$ cat src/rtl/core/assert_macros.svh
// Assertion macros shared by the allocator RTL.
`ifndef ASSERT_MACROS_SVH
`define ASSERT_MACROS_SVH

// Same-cycle implication, disabled during reset.
`define ASSERT_IMPLY(label, clk, rst, ante, cons) \
   label: assert property (@(posedge clk) disable iff (rst) (ante) |-> (cons)) \
      else $error("assertion failed");

// Next-cycle implication, disabled during reset.
`define ASSERT_NEXT(label, clk, rst, ante, cons) \
   label: assert property (@(posedge clk) disable iff (rst) (ante) |=> (cons)) \
      else $error("assertion failed");

`endif

$ cat src/rtl/core/fpba_pkg.sv
// Types and constants of the fit-policy block allocator.
package fpba_pkg;

   localparam int BLOCKS     = 16;
   localparam int SIZE_BITS  = 16;
   localparam int IDX_BITS   = $clog2(BLOCKS);
   localparam int COUNT_BITS = 5;
   localparam int REQ_BITS   = 16;
   localparam int CSR_BITS   = 5;

   localparam logic ACT_LOAD    = 1'b0;
   localparam logic ACT_REQUEST = 1'b1;

   localparam logic [1:0] FIT_FIRST = 2'd0;
   localparam logic [1:0] FIT_BEST  = 2'd1;
   localparam logic [1:0] FIT_WORST = 2'd2;

   localparam logic CSR_FIT_MODE    = 1'b0;
   localparam logic CSR_BLOCK_COUNT = 1'b1;

   localparam logic [COUNT_BITS-1:0] BLOCK_COUNT_RESET = COUNT_BITS'(16);

   typedef logic [SIZE_BITS-1:0] size_type;
   typedef logic [IDX_BITS-1:0]  idx_type;

   typedef struct packed {
      logic                action;
      logic [3:0]          block_index;
      logic [REQ_BITS-1:0] size_value;
   } req_type;

   typedef struct packed {
      logic       granted;
      logic [3:0] granted_block;
   } rsp_type;

   typedef struct packed {
      logic     found;
      size_type size;
   } pick_type;

   typedef enum logic [1:0] {
      ST_IDLE,
      ST_SCAN,
      ST_DRAIN,
      ST_UPDATE
   } state_type;

endpackage

$ cat src/rtl/core/fpba_select.sv
// Fit-policy decision for one scanned block against the current pick.
module fpba_select (
   input  logic [1:0]                    fit_mode,
   input  fpba_pkg::pick_type            best,
   input  fpba_pkg::size_type            cand_size,
   input  logic [fpba_pkg::REQ_BITS-1:0] req_size,
   output logic                          take
);

   logic fits;
   logic better;

   always_comb begin
      fits = (fpba_pkg::REQ_BITS'(cand_size) >= req_size);
      case (fit_mode)
         fpba_pkg::FIT_BEST:  better = (cand_size < best.size);
         fpba_pkg::FIT_WORST: better = (cand_size > best.size);
         default:             better = 1'b0;
      endcase
      take = fits && (!best.found || better);
   end

endmodule

$ cat src/rtl/core/fit_policy_block_allocator.sv
// Top level of the fit-policy block allocator: size memory, scan sequencer, result register.
//
// Usage: raise start with a word on req_word while busy is low; the word is
// taken at that edge. A load word (action 0) writes one block's free size in
// the same edge, gives no result and leaves busy low, so loads may follow
// every cycle. A request word (action 1) raises busy and scans blocks 0 to
// n-1 (n is block_count, capped at 16) by reading the size memory one entry
// per cycle; each read is registered and judged against the running pick
// in the next cycle. Drain and update states follow, the update writing
// the reduced size back. Busy stays high through scan, drain and update;
// the next word is taken on the cycle busy falls. The result word shows on
// rsp_word for one cycle with rsp_strobe high, in the same cycle that busy
// falls. With block_count 0 the scan is skipped: busy is high for one cycle
// and the result shows in the cycle busy falls.
// Results cannot be stalled.
// csr_we writes fit_mode (index 0) or block_count (index 1) at once; write
// them only while idle. Reset returns to idle, first fit, 16 blocks; the
// size memory is not cleared and every block must be loaded before use.
`include "assert_macros.svh"

module fit_policy_block_allocator (
   input  logic                            clock,
   input  logic                            reset,
   input  logic                            start,
   output logic                            busy,
   input  fpba_pkg::req_type               req_word,
   output logic                            rsp_strobe,
   output fpba_pkg::rsp_type               rsp_word,
   input  logic                            csr_we,
   input  logic                            csr_index,
   input  logic [fpba_pkg::CSR_BITS-1:0]   csr_wdata
);

   fpba_pkg::size_type                    mem [fpba_pkg::BLOCKS];

   fpba_pkg::state_type                   state_ff, state_in;
   logic [1:0]                            fit_mode_ff;
   logic [fpba_pkg::COUNT_BITS-1:0]       block_count_ff;
   logic [fpba_pkg::REQ_BITS-1:0]         req_size_ff, req_size_in;
   fpba_pkg::idx_type                     last_ff, last_in;
   fpba_pkg::idx_type                     addr_ff, addr_in;
   logic                                  rd_valid_ff;
   fpba_pkg::idx_type                     rd_idx_ff;
   fpba_pkg::size_type                    rd_data_ff;
   fpba_pkg::pick_type                    best_ff, best_in;
   fpba_pkg::idx_type                     best_idx_ff, best_idx_in;
   logic                                  rsp_strobe_ff;
   fpba_pkg::rsp_type                     rsp_word_ff, rsp_word_in;

   logic                                  accept;
   logic                                  accept_req;
   logic [fpba_pkg::COUNT_BITS-1:0]       used;
   logic                                  take;
   logic                                  mem_we;
   fpba_pkg::idx_type                     mem_waddr;
   fpba_pkg::size_type                    mem_wdata;

   assign accept     = start && !busy;
   assign accept_req = accept && (req_word.action == fpba_pkg::ACT_REQUEST);
   assign used       = (block_count_ff > fpba_pkg::COUNT_BITS'(fpba_pkg::BLOCKS))
                       ? fpba_pkg::COUNT_BITS'(fpba_pkg::BLOCKS) : block_count_ff;

   fpba_select u_select (
      .fit_mode  (fit_mode_ff),
      .best      (best_ff),
      .cand_size (rd_data_ff),
      .req_size  (req_size_ff),
      .take      (take)
   );

   // next state
   always_comb begin
      state_in = state_ff;
      case (state_ff)
         fpba_pkg::ST_IDLE: begin
            if (accept_req) begin
               state_in = (used == '0) ? fpba_pkg::ST_UPDATE : fpba_pkg::ST_SCAN;
            end
         end
         fpba_pkg::ST_SCAN: begin
            if (addr_ff == last_ff) begin
               state_in = fpba_pkg::ST_DRAIN;
            end
         end
         fpba_pkg::ST_DRAIN:  state_in = fpba_pkg::ST_UPDATE;
         fpba_pkg::ST_UPDATE: state_in = fpba_pkg::ST_IDLE;
         default:             state_in = fpba_pkg::ST_IDLE;
      endcase
   end

   // outputs and datapath controls
   always_comb begin
      busy        = (state_ff != fpba_pkg::ST_IDLE);
      req_size_in = req_size_ff;
      last_in     = last_ff;
      addr_in     = addr_ff;
      best_in     = best_ff;
      best_idx_in = best_idx_ff;
      mem_we      = 1'b0;
      mem_waddr   = req_word.block_index[fpba_pkg::IDX_BITS-1:0];
      mem_wdata   = req_word.size_value[fpba_pkg::SIZE_BITS-1:0];
      rsp_word_in = rsp_word_ff;
      case (state_ff)
         fpba_pkg::ST_IDLE: begin
            if (accept && (req_word.action == fpba_pkg::ACT_LOAD)) begin
               mem_we = 1'b1;
            end
            if (accept_req) begin
               req_size_in   = req_word.size_value;
               last_in       = fpba_pkg::IDX_BITS'(used - 1'b1);
               addr_in       = '0;
               best_in.found = 1'b0;
               best_in.size  = '0;
               best_idx_in   = '0;
            end
         end
         fpba_pkg::ST_SCAN: begin
            addr_in = addr_ff + 1'b1;
         end
         fpba_pkg::ST_UPDATE: begin
            mem_we                    = best_ff.found;
            mem_waddr                 = best_idx_ff;
            mem_wdata                 = fpba_pkg::SIZE_BITS'(best_ff.size - req_size_ff);
            rsp_word_in.granted       = best_ff.found;
            rsp_word_in.granted_block = best_ff.found ? 4'(best_idx_ff) : 4'd0;
         end
         default: begin
         end
      endcase
      if (rd_valid_ff && take) begin
         best_in.found = 1'b1;
         best_in.size  = rd_data_ff;
         best_idx_in   = rd_idx_ff;
      end
   end

   always_ff @(posedge clock) begin
      if (mem_we) begin
         mem[mem_waddr] <= mem_wdata;
      end
      rd_data_ff <= mem[addr_ff];
   end

   always_ff @(posedge clock) begin
      if (reset) begin
         state_ff       <= fpba_pkg::ST_IDLE;
         fit_mode_ff    <= fpba_pkg::FIT_FIRST;
         block_count_ff <= fpba_pkg::BLOCK_COUNT_RESET;
         rd_valid_ff    <= 1'b0;
         rsp_strobe_ff  <= 1'b0;
      end else begin
         state_ff      <= state_in;
         rd_valid_ff   <= (state_ff == fpba_pkg::ST_SCAN);
         rsp_strobe_ff <= (state_ff == fpba_pkg::ST_UPDATE);
         if (csr_we) begin
            case (csr_index)
               fpba_pkg::CSR_FIT_MODE:    fit_mode_ff    <= csr_wdata[1:0];
               fpba_pkg::CSR_BLOCK_COUNT: block_count_ff <= csr_wdata;
               default: begin
               end
            endcase
         end
      end
   end

   always_ff @(posedge clock) begin
      req_size_ff <= req_size_in;
      last_ff     <= last_in;
      addr_ff     <= addr_in;
      rd_idx_ff   <= addr_ff;
      best_ff     <= best_in;
      best_idx_ff <= best_idx_in;
      rsp_word_ff <= rsp_word_in;
   end

   assign rsp_strobe = rsp_strobe_ff;
   assign rsp_word   = rsp_word_ff;

   `ASSERT_NEXT(a_req_busy, clock, reset, accept_req, busy)
   `ASSERT_NEXT(a_update_strobe, clock, reset, (state_ff == fpba_pkg::ST_UPDATE), rsp_strobe)
   `ASSERT_IMPLY(a_scan_range, clock, reset, rd_valid_ff, (rd_idx_ff <= last_ff))
   `ASSERT_IMPLY(a_grant_found, clock, reset, (state_ff == fpba_pkg::ST_UPDATE && !best_ff.found), (best_idx_ff == '0))

endmodule

$ cat config.mk
export PLATFORM = sky130hd
export DESIGN_NAME = fit_policy_block_allocator
export DESIGN_NICKNAME = d
export VERILOG_FILES = /design/src/rtl/core/fpba_pkg.sv /design/src/rtl/core/fpba_select.sv /design/src/rtl/core/fit_policy_block_allocator.sv
export VERILOG_INCLUDE_DIRS = /design/src /design/src/rtl/core
export SDC_FILE = /design/constraint.sdc
export NUM_CORES = 1
export LEC_CHECK = 0
export CORE_MARGIN = 8
export CORE_UTILIZATION = 50
export DETAILED_ROUTE_END_ITERATION = 8
export DONT_BUFFER_PORTS = 1
export GPL_TIMING_DRIVEN = 0
export PLACE_DENSITY = 0.64
export SYNTH_ARGS = -nofsm -noshare
export SYNTH_HDL_FRONTEND = slang
export SYNTH_HIERARCHICAL = 1
export SYNTH_SLANG_ARGS = --single-unit
$ cat constraint.sdc
create_clock -name clock -period 7.6 [get_ports clock]
set_clock_uncertainty 0.1 [all_clocks]
set_input_delay 0.38 -clock clock [delete_from_list [all_inputs] [get_ports clock]]
set_output_delay 0.38 -clock clock [all_outputs]
set_load 0.1 [all_outputs]
==> results.yml, run 1 <==
synth:
  ys_ff_latch: 337
  yosys-top-cells-count: "edfxtp_1 (305), nand2_1 (87), inv_1 (65), mux2i_1 (65), ha_1 (56)"
  synth_cells: 978
  netlist_area_um2: 14600
  synth_edf_count: 305
  synth_cell_types: 68
  ys_warn_count: 6
  ys_seq_area_share_pct: 67.2
  synth_top_area_share_pct: 62.8
  yosysMostFrequentCell: "edfxtp_1"
  synth_top_area_cell: "edfxtp_1"
  synth.avg_cell_area_um2: 14.9
  synth_fp_nets: 1066
  synth_area_leaders: "edfxtp_1 (63%), mux4_2 (4.9%), ha_1 (4.8%), mux2i_1 (4.5%), dfxtp_1 (4.4%)"
  synthFlopType: "edfxtp_1"
  ys_async_sr_fraction_pct: 0
floorplanning:
  dieWidth_um: 187
  rows: 62
  boundaryPins: 38
  dieArea_um2: 34900
  die_y_um: 187
  start_util_pct: 50.8
  core-area_um2: 28700
routing:
  top_layer_used: "met4"
  remaining_drc_errors: 0
  vias_per_cell: 5.56
  wl_met1_um: 14400
  firstDrtPassIters: 4
  wl_um: 31500
  num_vias: 8174
  drtAntennaViolNets: 0
  drt_iter0_drc: 676
  wl_met3_um: 1440
  wl_per_cell_um: 21.4
  met2WireLength_um: 15200
worst_setup_path:
  startpoint: "best_ff[15]"
  rr_startpoint: "best_ff[15]"
  reg2reg_depth: 10
  setup.worst_path.start_class: "register"
  arrival_ns: 4.02
  worst-endpoint-required_ns: 7.64
  r2r_setup_slack_ns: 3.62
  critPathCaptureType: "register"
  critPathKind: "register to register"
  crit_fanout: 20
job:
  cap_violations: 0
sta:
  tns_ns: 0
  fin_crit_ns: 3.98
  rsz0062_at_grt: "no"
  holdWs_ns: 0.0113
  fin_ws_ns: 3.62
  hold_violations: 0
  fmax_mhz: 251
  setup_violations: 0
  worst_pin_slew_ns: 1.21
  fin_crit_sh_pct: 52.4
  max_slew_margin_pct: 18.9
  finalMaxSlewViolations: 0
hold_path:
  min-delay-start: "start"
  worstHoldPathCells: 3
  hold_path.class: "input port to register"
run_status:
  status: "completed"
clock_tree:
  cts_resized: 0
  tritoncts: "done"
  cts_made_buffers: 38
  root_buffer: "clkbuf_16"
  cts_max_level: 2
  cts_max_path_buffers: 3
  clk_latency_ns: 0.54
  clock_sink_count: 337
  clkTransAtPathRegs_ns: 0.06
final_layout:
  multi_input_area_um2: 4410
  syn_to_final_growth_pct: 14.9
  final_nets: 1147
  antennaDiodeCount: 0
  drive_above_1_share_pct: 13.3
  regArea_um2: 9800
  n_fill_cell: 2215
grt:
  grt_overflow_total: 0
  grt_util_all_layers_pct: 17.8
  grt_pass1_vias: 8106
  antenna_found_initial: 0
  grt_first_pass_wirelength_um: 48300
  grt_max_degree: 22
pwr:
  p_leak_nw: 6.13
  ir_worst_vdd_mv: 0.168
  power_density_nw_per_um2: 324
  design_power_total_mw: 5.44
placed_design:
  place.gp.congestion: 0.849
  io_buffers: 0
  pre_cts_ws_ns: 3.57
  dpl.hpwl_um: 22400
kinds of logic (layout without fill, tap and decap cells):
group | Yosys count | count (layout) | synth area share (%)
flops | 337 | 337 | 67.2
simple gates | 194 | 194 | 6.11
compound gates | 165 | 165 | 7.89
mux | 104 | 104 | 9.96
buf+inv | 104 | 213 | 2.92
fa+ha+maj | 57 | 57 | 4.94
xor+xnor | 17 | 17 | 1.02
state kept, by name (all words and copies together) (netlist names):
signal and flops:
addr_ff 4, best_ff 17, best_idx_ff 4, block_count_ff 5
fit_mode_ff 2, last_ff 4, mem 256, rd_data_ff 16
rd_idx_ff 4, rd_valid_ff 1, req_size_ff 16, rsp_strobe 1
rsp_word 5, state_ff 2
critical path: stages, from the launching register on:
cell and delay, ns:
edfxtp_1 0.37, inv_1 0.05, ha_1 0.32, nand4_1 0.21, nor4_1 0.54, a21boi_0 0.32, o311ai_0 0.17, a221oi_2 0.31
clkbuf_1 0.41, nand2_1 0.13, nand2_1 0.65
final cells by class:
type	instances	share of cell area, %
flip-flops and latches	337	58.4
clock buffers	54	6.21
inverters	65	1.45
repair buffers	41	2.66
plain buffers	39	1.09
well taps	384	2.87
multi-input cells	537	26.3
clock inverters	14	0.992
power breakdown:
group / internal (mW) / switching, mW
combinational: 0.525 / 0.843
sequential: 2.22 / 0.111
clock: 1.01 / 0.738
placed cells by master (no fill, tap or decap), drive strengths merged, types with 9 or more instances in the layout:
| master | synthesis | layout |
|---|---|---|
| clkbuf | 20 | 74 |
| buf | 19 | 32 |
| a21o | 12 | 12 |
| nand3 | 9 | 9 |
| nor2 | 37 | 37 |
| mux2i | 65 | 65 |
| o21ai | 30 | 30 |
| clkinv | 0 | 9 |
| nand2 | 87 | 87 |
| a21oi | 43 | 43 |
| mux4 | 32 | 32 |
| dlygate4sd3 | 0 | 28 |
| ha | 56 | 56 |
| a22oi | 16 | 16 |
| xnor2 | 10 | 10 |
| a221oi | 18 | 18 |
| edfxtp | 305 | 305 |
| inv | 65 | 67 |
| and3 | 24 | 24 |
| dfxtp | 32 | 32 |
through the flow:
step | utilization (%) | instance area, µm² | instances
global route | 58.4 | 16800 | 1471
detailed placement | 53.1 | 15300 | 1373
CTS | 58.3 | 16700 | 1469
floorplan | - | 14600 | 978
finish | 58.4 | 16800 | 1471
global placement | 52.5 | 15100 | 1362
routing by layer:
layer / global-route usage, % / up-vias
met4: 4.55 / 0
met5: 0 / -
li1: - / 3905
met2: 29.6 / 186
met1: 24.0 / 4041
met3: 3.04 / 42
worst paths after layout:
path / to
worst max-delay path: best_ff[10]
worst min-delay path: best_ff[16]
worst max register to register: best_ff[10]
worst min register to register: rd_idx_ff[3]
repair_timing:
action,in CTS,in global routing
hold buffers,28,0
buffers inserted,0,0
hold endpoints to repair,23,0
Power figures use the tool's default switching activity.
==> inputs of run 2 (changes only) <==
ABC_AREA = 1   (was unset)
clock period = 3.8 ns   (was 7.6 ns; I/O delays follow)
==> run 2 against run 1 <==
Net effect:
- setup slack got worse by 3.2 ns
- via count grew 26%
- largest cell class unchanged
- largest power group unchanged
- routed wire length increased by 25%
- die area grew 2.9%
- clock power grew 110%
- non-clock buffer count increased by 22
- global-route usage grew 4.1 points
- critical endpoint is now best_ff[12]
- final area grew 3.4%
- utilization increased by 0.093 points
==> results.yml, run 2 <==
final_layout:
  final_nets: 1533
  largest_register: "mem"
  regArea_um2: 9800
  layout_commonest_cell: "edfxtp_1"
  final_cell_mix: "edfxtp_1 (305), nor2_1 (192), nand2_1 (180)"
  multi_input_area_um2: 4420
  syn_to_final_growth_pct: 15.2
  reg_top3: "mem: 256 flops, best_ff: 17 flops"
  drive_above_1_share_pct: 10.7
  fin_area_um2: 17300
  n_fill_cell: 2466
  final_cells: 1860
  largest_reg_flops: 256
  antennaDiodeCount: 0
worst_setup_path:
  crit_fanout: 20
  arrival_ns: 3.31
  reg2reg_depth: 13
  rr_startpoint: "req_size_ff[1]"
  r2r_end: "best_ff[12]"
  worst-endpoint-required_ns: 3.73
  critPathKind: "register to register"
  r2r_setup_slack_ns: 0.43
  crit_end: "best_ff[12]"
  setup.worst_path.start_class: "register"
  startpoint: "req_size_ff[1]"
  critPathCaptureType: "register"
grt:
  grt_max_degree: 21
  grt_first_pass_wirelength_um: 59700
  grt_pass1_vias: 10300
  antenna_found_initial: 0
  grt_util_all_layers_pct: 21.9
  grt_overflow_total: 0
routing:
  drtAntennaViolNets: 0
  wl_per_cell_um: 21.2
  firstDrtPassIters: 5
  vias_per_cell: 5.55
  wl_um: 39500
  drt_iter0_drc: 695
  num_vias: 10300
  remaining_drc_errors: 0
floorplanning:
  dieWidth_um: 190
  die_y_um: 190
  core-area_um2: 29600
  boundaryPins: 38
  rows: 63
  start_util_pct: 50.8
  dieArea_um2: 35900
placed_design:
  place_area_um2: 15800
  dp.cells: 1763
  dpl.hpwl_um: 27600
  io_buffers: 0
  place.gp.congestion: 0.860
sta:
  tns_ns: 0
  fmax_mhz: 296
  worst_pin_slew_ns: 1.34
  fin_crit_ns: 3.37
  fin_crit_sh_pct: 88.8
  holdWs_ns: 0.00441
  finalMaxSlewViolations: 0
  rsz0062_at_grt: "no"
  hold_violations: 0
  setup_violations: 0
  max_slew_margin_pct: 9.74
synth:
  netlist_area_um2: 15100
  synth_top_family_by_area: "simple AND/OR/NAND/NOR gates"
  synth.avg_cell_area_um2: 11.1
  synth_top_area_share_pct: 60.8
  ys_seq_area_share_pct: 65.1
  synth_compound_area_share_pct: 11.0
  ys_ff_latch: 337
  yosys-top-cells-count: "edfxtp_1 (305), nor2_1 (207), nand2_1 (180)"
  synth_edf_count: 305
  synth_cells: 1360
  yosys.area_share.simple_pct: 12.6
  synthAdderAreaFrac_pct: 4.79
  synth_top_area_cell: "edfxtp_1"
  yosys-mux-area-fraction_pct: 0
  synthFlopType: "edfxtp_1"
  synth_area_leaders: "edfxtp_1 (61%), nor2_1 (5.2%), ha_1 (4.7%), nand2_1 (4.5%), dfxtp_1 (4.3%)"
  ys_async_sr_fraction_pct: 0
  synth_fp_nets: 1448
  synthXorXnorAreaFrac_pct: 0.582
  synth_cell_types: 32
  yosysMostFrequentCell: "edfxtp_1"
  ys_warn_count: 6
clock_tree:
  clk_latency_ns: 0.52
  cts_max_path_buffers: 3
  cts_made_buffers: 37
  clkTransAtPathRegs_ns: 0.06
  clock_sink_count: 337
  tritoncts: "done"
  cts_max_level: 2
  root_buffer: "clkbuf_16"
pwr:
  p_leak_nw: 6.60
  power_density_nw_per_um2: 641
  ir_worst_vdd_mv: 0.369
  design_power_total_mw: 11.1
hold_path:
  worstHoldPathCells: 2
  hold_path.class: "input port to register"
job:
  cap_violations: 0
run_status:
  status: "completed"
-- run 2: worst max-delay path, cell delays in order (launching register included) --
cell and delay, ns:
edfxtp_1 0.44, inv_1 0.09, ha_1 0.24, a21oi_1 0.15
o21ai_0 0.12, nand2_1 0.09, nand2_1 0.08, nand2_1 0.06
nand2_1 0.04, a21oi_1 0.24, a21oi_2 0.05, nand2_1 0.12
clkbuf_1 0.36, nand2_1 0.69
-- run 2: layout make-up --
cell class              count  area share [%]
repair buffers             46            2.99
clock buffers              48            5.82
inverters                 153            3.33
well taps                 390            2.81
multi-input cells         814            25.5
plain buffers              56            1.87
flip-flops and latches    337            56.5
clock inverters            16            1.21
-- run 2: power breakdown --
part           leakage (nW)  switching, mW  internal, mW
Combinational          2.98           1.99         0.929
Sequential             3.03          0.201          4.36
Clock                 0.593           1.42          2.21
Total                  6.60           3.61          7.51
-- run 2: how the worst min path moves through the flow --
stage | start | to | slack [ns]
CTS | req_word[8] | mem[10][8] | 0.02
floorplan | reset | state_ff[1] | 0.16
finish | req_word[0] | mem[13][0] | 0.004
detailed placement | reset | rsp_strobe | 0.17
global route | req_word[8] | mem[10][8] | 0.03
global placement | reset | state_ff[1] | 0.16
-- run 2: stage by stage --
stage	worst slack [ns]	utilization, %
6_report	0.425	58.5
5_1_grt	0.180	58.5
4_1_cts	0.409	58.5
3_5_place_dp	0.436	53.3
3_3_place_gp	0.224	52.5
2_1_floorplan	1.23	-
-- run 2: per-layer routing --
| layer | global-route usage (%) | vias up | share of wire, % |
|---|---|---|---|
| li1 | - | 4894 | - |
| met1 | 27.7 | 4956 | 42 |
| met2 | 35.9 | 378 | 46 |
| met3 | 4.27 | 98 | 7.3 |
| met4 | 10.1 | 0 | 4.7 |
| met5 | 0 | - | 0 |
-- run 2: logic make-up after synthesis --
group / count (synthesis)
compound gates: 284
buf+inv: 209
simple gates: 463
flops: 337
fa+ha+maj: 57
xor+xnor: 10
-- run 2: timing repair --
action | CTS | global route
endpoints found under the hold margin | 33 | 0
buffers inserted | 0 | 0
hold buffers | 32 | 0
resized for setup | 0 | 0
